<file path="config.mk">
export PLATFORM = sky130hd
export DESIGN_NAME = min_tracking_stack
export DESIGN_NICKNAME = d
export VERILOG_FILES = /design/src/design/mts_pkg.sv /design/src/design/mts_ctrl.sv /design/src/design/mts_dp.sv /design/src/design/min_tracking_stack.sv
export SDC_FILE = /design/constraint.sdc
export NUM_CORES = 2
export LEC_CHECK = 0
export BUFFER_PORTS_ARGS = -buffer_cell sky130_fd_sc_hd__buf_2
export CAP_MARGIN = 20
export CORE_MARGIN = 2
export CORE_UTILIZATION = 35
export CTS_CLUSTER_DIAMETER = 60
export DETAILED_ROUTE_END_ITERATION = 12
export PLACE_DENSITY_LB_ADDON = 0.05
export SKIP_CTS_REPAIR_TIMING = 1
export SLEW_MARGIN = 20
export SYNTH_ARGS = -nofsm -noshare
export SYNTH_HDL_FRONTEND = slang
export SYNTH_SLANG_ARGS = --single-unit
</file>
<file path="constraint.sdc">
create_clock -name clk -period 13.1 [get_ports clk]
set_input_delay 0 -clock clk [delete_from_list [all_inputs] [get_ports clk]]
set_output_delay 0 -clock clk [all_outputs]
set_load 0.1 [all_outputs]
</file>
<file path="src/design/mts_pkg.sv">
// Shared types, codes and constants for the minimum-tracking stack.
package mts_pkg;

    localparam int DEFAULT_STACK_DEPTH = 64;
    localparam int WORD_W              = 32;
    localparam int ITEM_COUNT_W        = 7;

    // Opcodes; the unused fourth code behaves as a peek
    localparam logic [1:0] OP_PUSH = 2'd0;
    localparam logic [1:0] OP_POP  = 2'd1;
    localparam logic [1:0] OP_PEEK = 2'd2;

    // Result status codes
    localparam logic [1:0] ST_OK    = 2'd0;
    localparam logic [1:0] ST_EMPTY = 2'd1;
    localparam logic [1:0] ST_FULL  = 2'd2;

    // Minimum reported when nothing is stored
    localparam logic signed [WORD_W-1:0] EMPTY_MIN = -32'sd1;

    typedef struct packed {
        logic [1:0]               opcode;
        logic signed [WORD_W-1:0] push_value;
    } in_item_t;

    typedef struct packed {
        logic signed [WORD_W-1:0] top_value;
        logic signed [WORD_W-1:0] minimum;
        logic [ITEM_COUNT_W-1:0]  item_count;
        logic [1:0]               status;
    } out_item_t;

    // Controller to datapath
    typedef struct packed {
        logic push;        // store the word, result at once
        logic pop_start;   // read the entry below the top
        logic pop_finish;  // refresh the top from the read, give the result
        logic respond;     // result from the top registers only
    } dp_cmd_t;

    // Datapath to controller
    typedef struct packed {
        logic empty;
        logic full;
    } dp_status_t;

endpackage

</file>
<file path="src/design/mts_ctrl.sv">
// Controller: handshakes, operation decode and the pop sequence.
module mts_ctrl
(
    input  logic               clk,
    input  logic               rst_n,
    input  logic               in_valid,
    output logic               in_ready,
    input  logic [1:0]         opcode,
    output logic               out_valid,
    input  logic               out_ready,
    input  mts_pkg::dp_status_t dp_status,
    output mts_pkg::dp_cmd_t    dp_cmd
);
    import mts_pkg::*;

    typedef enum logic {
        S_IDLE,
        S_POP
    } state_t;

    state_t state_reg;
    state_t state_next;
    logic   out_valid_reg;
    logic   out_valid_next;
    logic   accept;
    logic   load_out;

    // A new transfer is taken only when the result slot is free or emptying now
    assign in_ready  = (state_reg == S_IDLE) && (!out_valid_reg || out_ready);
    assign accept    = in_valid && in_ready;
    assign out_valid = out_valid_reg;

    always_comb
    begin
        dp_cmd = '0;
        if (accept)
        begin
            case (opcode)
                OP_PUSH:
                begin
                    if (dp_status.full)
                        dp_cmd.respond = 1'b1;
                    else
                        dp_cmd.push = 1'b1;
                end
                OP_POP:
                begin
                    if (dp_status.empty)
                        dp_cmd.respond = 1'b1;
                    else
                        dp_cmd.pop_start = 1'b1;
                end
                default:
                begin
                    dp_cmd.respond = 1'b1;
                end
            endcase
        end
        if (state_reg == S_POP)
            dp_cmd.pop_finish = 1'b1;
    end

    assign load_out = dp_cmd.push || dp_cmd.respond || dp_cmd.pop_finish;

    always_comb
    begin
        state_next = state_reg;
        case (state_reg)
            S_IDLE:
            begin
                if (dp_cmd.pop_start)
                    state_next = S_POP;
            end
            S_POP:
            begin
                state_next = S_IDLE;
            end
            default:
            begin
                state_next = S_IDLE;
            end
        endcase

        if (load_out)
            out_valid_next = 1'b1;
        else if (out_ready)
            out_valid_next = 1'b0;
        else
            out_valid_next = out_valid_reg;
    end

    always_ff @(posedge clk or negedge rst_n)
    begin
        if (!rst_n)
        begin
            state_reg     <= S_IDLE;
            out_valid_reg <= 1'b0;
        end
        else
        begin
            state_reg     <= state_next;
            out_valid_reg <= out_valid_next;
        end
    end

endmodule

</file>
<file path="src/design/mts_dp.sv">
// Datapath: stack memory, cached top entry, fill count and result register.
module mts_dp
#(
    parameter int STACK_DEPTH = mts_pkg::DEFAULT_STACK_DEPTH
)
(
    input  logic                clk,
    input  logic                rst_n,
    input  mts_pkg::in_item_t   in_data,
    input  mts_pkg::dp_cmd_t    dp_cmd,
    output mts_pkg::dp_status_t dp_status,
    output mts_pkg::out_item_t  out_data
);
    import mts_pkg::*;

    localparam int ADDR_W = (STACK_DEPTH > 1) ? $clog2(STACK_DEPTH) : 1;
    localparam int CNT_W  = $clog2(STACK_DEPTH + 1);

    // Each entry holds the word (upper half) and the running minimum (lower half)
    logic [2*WORD_W-1:0]       stack_mem_reg [STACK_DEPTH];
    logic [2*WORD_W-1:0]       rd_data_reg;

    logic [CNT_W-1:0]          count_reg;
    logic [CNT_W-1:0]          count_next;
    logic signed [WORD_W-1:0]  top_val_reg;
    logic signed [WORD_W-1:0]  top_val_next;
    logic signed [WORD_W-1:0]  top_min_reg;
    logic signed [WORD_W-1:0]  top_min_next;
    out_item_t                 out_reg;
    out_item_t                 out_next;

    logic [ADDR_W-1:0]         wr_addr;
    logic [ADDR_W-1:0]         rd_addr;
    logic signed [WORD_W-1:0]  push_min;
    logic signed [WORD_W-1:0]  rd_val;
    logic signed [WORD_W-1:0]  rd_min;

    assign dp_status.empty = (count_reg == '0);
    assign dp_status.full  = (count_reg == CNT_W'(STACK_DEPTH));

    assign wr_addr = count_reg[ADDR_W-1:0];
    assign rd_addr = ADDR_W'(count_reg - CNT_W'(2));
    assign rd_val  = rd_data_reg[2*WORD_W-1:WORD_W];
    assign rd_min  = rd_data_reg[WORD_W-1:0];

    assign push_min = (!dp_status.empty && (top_min_reg < in_data.push_value))
                      ? top_min_reg : in_data.push_value;

    always_ff @(posedge clk)
    begin
        if (dp_cmd.push)
            stack_mem_reg[wr_addr] <= {in_data.push_value, push_min};
        if (dp_cmd.pop_start)
            rd_data_reg <= stack_mem_reg[rd_addr];
    end

    always_comb
    begin
        count_next   = count_reg;
        top_val_next = top_val_reg;
        top_min_next = top_min_reg;
        out_next     = out_reg;

        if (dp_cmd.push)
        begin
            count_next          = count_reg + CNT_W'(1);
            top_val_next        = in_data.push_value;
            top_min_next        = push_min;
            out_next.top_value  = in_data.push_value;
            out_next.minimum    = push_min;
            out_next.item_count = ITEM_COUNT_W'(count_next);
            out_next.status     = ST_OK;
        end
        else if (dp_cmd.pop_finish)
        begin
            // Entry below the old top becomes the new top
            count_next          = count_reg - CNT_W'(1);
            top_val_next        = rd_val;
            top_min_next        = rd_min;
            out_next.top_value  = top_val_reg;
            out_next.minimum    = (count_next == '0) ? EMPTY_MIN : rd_min;
            out_next.item_count = ITEM_COUNT_W'(count_next);
            out_next.status     = ST_OK;
        end
        else if (dp_cmd.respond)
        begin
            out_next.item_count = ITEM_COUNT_W'(count_reg);
            if (in_data.opcode == OP_PUSH)
            begin
                out_next.top_value = top_val_reg;
                out_next.minimum   = top_min_reg;
                out_next.status    = ST_FULL;
            end
            else if (dp_status.empty)
            begin
                out_next.top_value = '0;
                out_next.minimum   = EMPTY_MIN;
                out_next.status    = ST_EMPTY;
            end
            else
            begin
                out_next.top_value = top_val_reg;
                out_next.minimum   = top_min_reg;
                out_next.status    = ST_OK;
            end
        end
    end

    always_ff @(posedge clk or negedge rst_n)
    begin
        if (!rst_n)
            count_reg <= '0;
        else
            count_reg <= count_next;
    end

    always_ff @(posedge clk)
    begin
        top_val_reg <= top_val_next;
        top_min_reg <= top_min_next;
        out_reg     <= out_next;
    end

    assign out_data = out_reg;

`ifndef NO_ASSERTIONS
    a_count_bound: assert property (@(posedge clk) disable iff (!rst_n)
        count_reg <= CNT_W'(STACK_DEPTH))
        else $error("fill count beyond stack depth");

    a_push_inc: assert property (@(posedge clk) disable iff (!rst_n)
        dp_cmd.push |=> count_reg == $past(count_reg) + CNT_W'(1))
        else $error("push did not raise the fill count");

    a_pop_dec: assert property (@(posedge clk) disable iff (!rst_n)
        dp_cmd.pop_finish |=> count_reg == $past(count_reg) - CNT_W'(1))
        else $error("pop did not lower the fill count");

    a_pop_nonempty: assert property (@(posedge clk) disable iff (!rst_n)
        dp_cmd.pop_start |-> !dp_status.empty && !dp_cmd.push)
        else $error("pop started on an empty stack or alongside a push");
`endif

endmodule

</file>
<file path="src/design/min_tracking_stack.sv">
// Top level of the minimum-tracking stack: controller and datapath.
//
//  channel   signals                        payload
//  input     in_valid / in_ready            in_data  (opcode, push_value)
//  output    out_valid / out_ready          out_data (top_value, minimum,
//                                                     item_count, status)
//
// Push, peek and the empty/full cases load the result directly; a pop passes
// through the pop state, waiting on the registered memory read of the entry below the top.
// Reset clears the fill count, the controller state and the result valid;
// memory contents need no clearing pass.
// A new transfer is refused while a result waits and out_ready is low, and
// while the controller is in its pop state.
module min_tracking_stack
#(
    parameter int STACK_DEPTH = mts_pkg::DEFAULT_STACK_DEPTH
)
(
    input  logic               clk,
    input  logic               rst_n,
    input  logic               in_valid,
    output logic               in_ready,
    input  mts_pkg::in_item_t  in_data,
    output logic               out_valid,
    input  logic               out_ready,
    output mts_pkg::out_item_t out_data
);
    import mts_pkg::*;

    dp_cmd_t    dp_cmd;
    dp_status_t dp_status;

    mts_ctrl u_ctrl
    (
        .clk       (clk),
        .rst_n     (rst_n),
        .in_valid  (in_valid),
        .in_ready  (in_ready),
        .opcode    (in_data.opcode),
        .out_valid (out_valid),
        .out_ready (out_ready),
        .dp_status (dp_status),
        .dp_cmd    (dp_cmd)
    );

    mts_dp #(
        .STACK_DEPTH (STACK_DEPTH)
    ) u_dp
    (
        .clk       (clk),
        .rst_n     (rst_n),
        .in_data   (in_data),
        .dp_cmd    (dp_cmd),
        .dp_status (dp_status),
        .out_data  (out_data)
    );

endmodule

</file>
==> results.cfg <==
[run_status]
status = completed

[sta]
rsz0062_at_grt = no
finalHoldViolations = 0
fin_crit_sh = 0.494
skew_ps = 64.1
setup_viol = 0
worst_slack_ps = 6630
whs_ps = 16.9
max_freq_mhz = 155
drv_slew = 0
fin_crit_ps = 6470
fin_setup_tns_ps = 0
slew_headroom = 0.195
tightest_slew_ps = 1210

[placed_design]
placed_cell_area_mm2 = 0.176
dp.cells = 13300
dp_slack_ps = 6580
routabilityCongestion = 0.811
io_buffers = 112
hpwl_um = 307000

[clock_network]
path_clk_slew_ps = 60
htree_levels = 5
cts_tree = yes
cts-root-buf = clkbuf_16
clock_sinks = 4306
numCtsBuffers = 485
clk_latency_ps = 1030
cts_buffer_depth = 4

[detailed_routing]
wl_um = 548000
vias = 81200
dr.pass1.iters = 5
wl_per_cell_um = 38.4
drc = 0
antenna_left = 0
via_per_inst = 5.70
drtIter0Drc = 9725

[worst_hold_path]
holdPathStages = 3
whs_endpoint = u_dp.stack_mem_reg[46][63]
hp-class = in -> reg
min-delay-start = in_data[31]

[synthesis]
yosysWarnings = 0
async_flop_share = 0.00209
synth.cell_area_mm2 = 0.166
synth_ff_type = edfxtp_1
synthTopCellsByArea = edfxtp_1, mux4_2, a22oi_1, nand2_1, clkbuf_1
synth_cell_types = 51
synth_edf_count = 4295
ys_ff_latch = 4306
synth_nets = 7116
ys_seq_area_frac = 0.779
yosysTopAreaCell = edfxtp_1
synth_top_area_share = 0.777
synthCells = 7040
syn-mean-instance-area_um2 = 23.6

[critical_path]
critPathLaunchType = register
ff2ff_path_depth = 9
r2r-start = u_dp.count_reg[1]
cp_slowest_cell = dfrtp_4
cp_max_fo = 70
worstPathArrival_ps = 7070
crit_path_max_incr_delay_ps = 1070
worstPathRequired_ps = 13700
path_class = reg -> reg
rr_endpoint = u_dp.stack_mem_reg[14][43]
cp-end-kind = register
crit_chain = inv_1 -> ha_1 -> nor4b_1 -> and2_1 -> a211o_4 -> nor2_1 -> nand3b_1 -> nor2_4 -> buf_4
timing.reg2reg.setup_slack_ps = 6630

[grt]
grt_max_degree = 104
antenna_found_initial = 44
overflow = 0
globalRouteTotalUtil = 0.225
grt_pass1_wl_um = 737000
grt_pass1_vias = 82700

[cells_and_area]
stdcell_area_mm2 = 0.192
nets = 7666
fill_cells = 41200
largest_reg_flops = 4096
final_common_cell = edfxtp_1
syn_to_final_growth_pct = 15.9
final_util = 0.408
final_cells = 14300
drive_above_1_share = 0.315
mostFrequentLayoutCells = edfxtp_1, mux4_2, clkbuf_16

[power]
ir_drop_v = 0.000240
finalPower_mw = 41.4
power.leakage_nw = 60.1
powerDensity_mw_per_mm2 = 215

[floorplan]
row_count = 252
dieArea_mm2 = 0.480
fp.dieW_um = 693
io_pins = 113
initial_core_util = 0.352
chipHeight_um = 693
core_mm2 = 0.472

[flow_run]
cap_violations = 0
## synth_stat cells (3+ instances only)
master / count
edfxtp_1: 4295
mux4_2: 1280
nand2_1: 251
clkbuf_1: 249
a22oi_1: 162
buf_2: 112
nor2_1: 81
inv_1: 74
o21ai_0: 70
o211ai_1: 65
o2111ai_1: 64
a21oi_1: 52
nand3_1: 40
ha_1: 38
nand4_1: 38
o22ai_1: 32
buf_1: 31
xnor2_1: 14
buf_4: 9
dfrtp_1: 9
a211oi_1: 5
buf_6: 5
nor3_1: 5
xor2_1: 5
and3_1: 4
nand2b_1: 4
nor4b_1: 4
a21o_1: 3
a31oi_1: 3
and2_1: 3
o21ai_1: 3
## worst max-delay path, delay by kind of cell, from the launching register on
family          cells  cell delay, ps
simple gates        5            2550
buf+inv             2            1180
flops               1            1070
compound gates      1             680
fa+ha+maj           1             350
## worst max-delay path by stage
stage / start / slack [ps] / end / depth (start not counted)
floorplan: u_dp.count_reg[1] / 3720 / u_dp.rd_data_reg[0] / 9
global placement: u_dp.count_reg[1] / 6570 / u_dp.stack_mem_reg[14][17] / 9
detailed placement: u_dp.count_reg[1] / 6580 / u_dp.stack_mem_reg[14][17] / 9
CTS: u_dp.count_reg[1] / 6550 / u_dp.stack_mem_reg[14][43] / 9
global route: u_dp.count_reg[1] / 6360 / u_dp.stack_mem_reg[14][43] / 9
finish: u_dp.count_reg[1] / 6630 / u_dp.stack_mem_reg[14][43] / 9
## kinds of logic (layout without fill, tap and decap cells)
group | after synthesis | after routing | share of synthesized area
compound gates | 474 | 474 | 0.0199
xor+xnor | 19 | 19 | 0.00100
fa+ha+maj | 38 | 38 | 0.00287
buf+inv | 480 | 1450 | 0.0121
flops | 4306 | 4306 | 0.779
mux | 1280 | 1280 | 0.174
other cells | 0 | 24 | 0
simple gates | 443 | 443 | 0.0115
## power breakdown
group | total, mW | switching [mW] | leakage (nW) | internal (mW)
logic | 11.7 | 6.84 | 13.4 | 4.81
clock network | 13.6 | 5.67 | 7.80 | 7.95
registers | 16.1 | 0.232 | 38.9 | 15.9
total | 41.4 | 12.7 | 60.1 | 28.6
## cell type report
| class | instances | area (µm²) | area share |
|---|---|---|---|
| antenna | 24 | 60.1 | 0.000312 |
| clock buffer | 582 | 12600 | 0.0658 |
| clock inverter | 325 | 3260 | 0.0169 |
| inverter | 74 | 280 | 0.00146 |
| multi-input combinational | 2254 | 35300 | 0.184 |
| sequential | 4306 | 129000 | 0.672 |
| tap | 6223 | 7790 | 0.0405 |
| timing repair buffer | 469 | 3700 | 0.0193 |
## routing by layer
layer	part of all wire	up-vias	track usage	wire [µm]
met5	0.00019	-	0	105
met3	0.058	762	0.0328	31600
met4	0.035	16	0.0708	19300
li1	-	31700	-	-
met1	0.43	45900	0.319	238000
met2	0.47	2885	0.359	259000
Note: power is estimated with default switching activity, not from simulation.
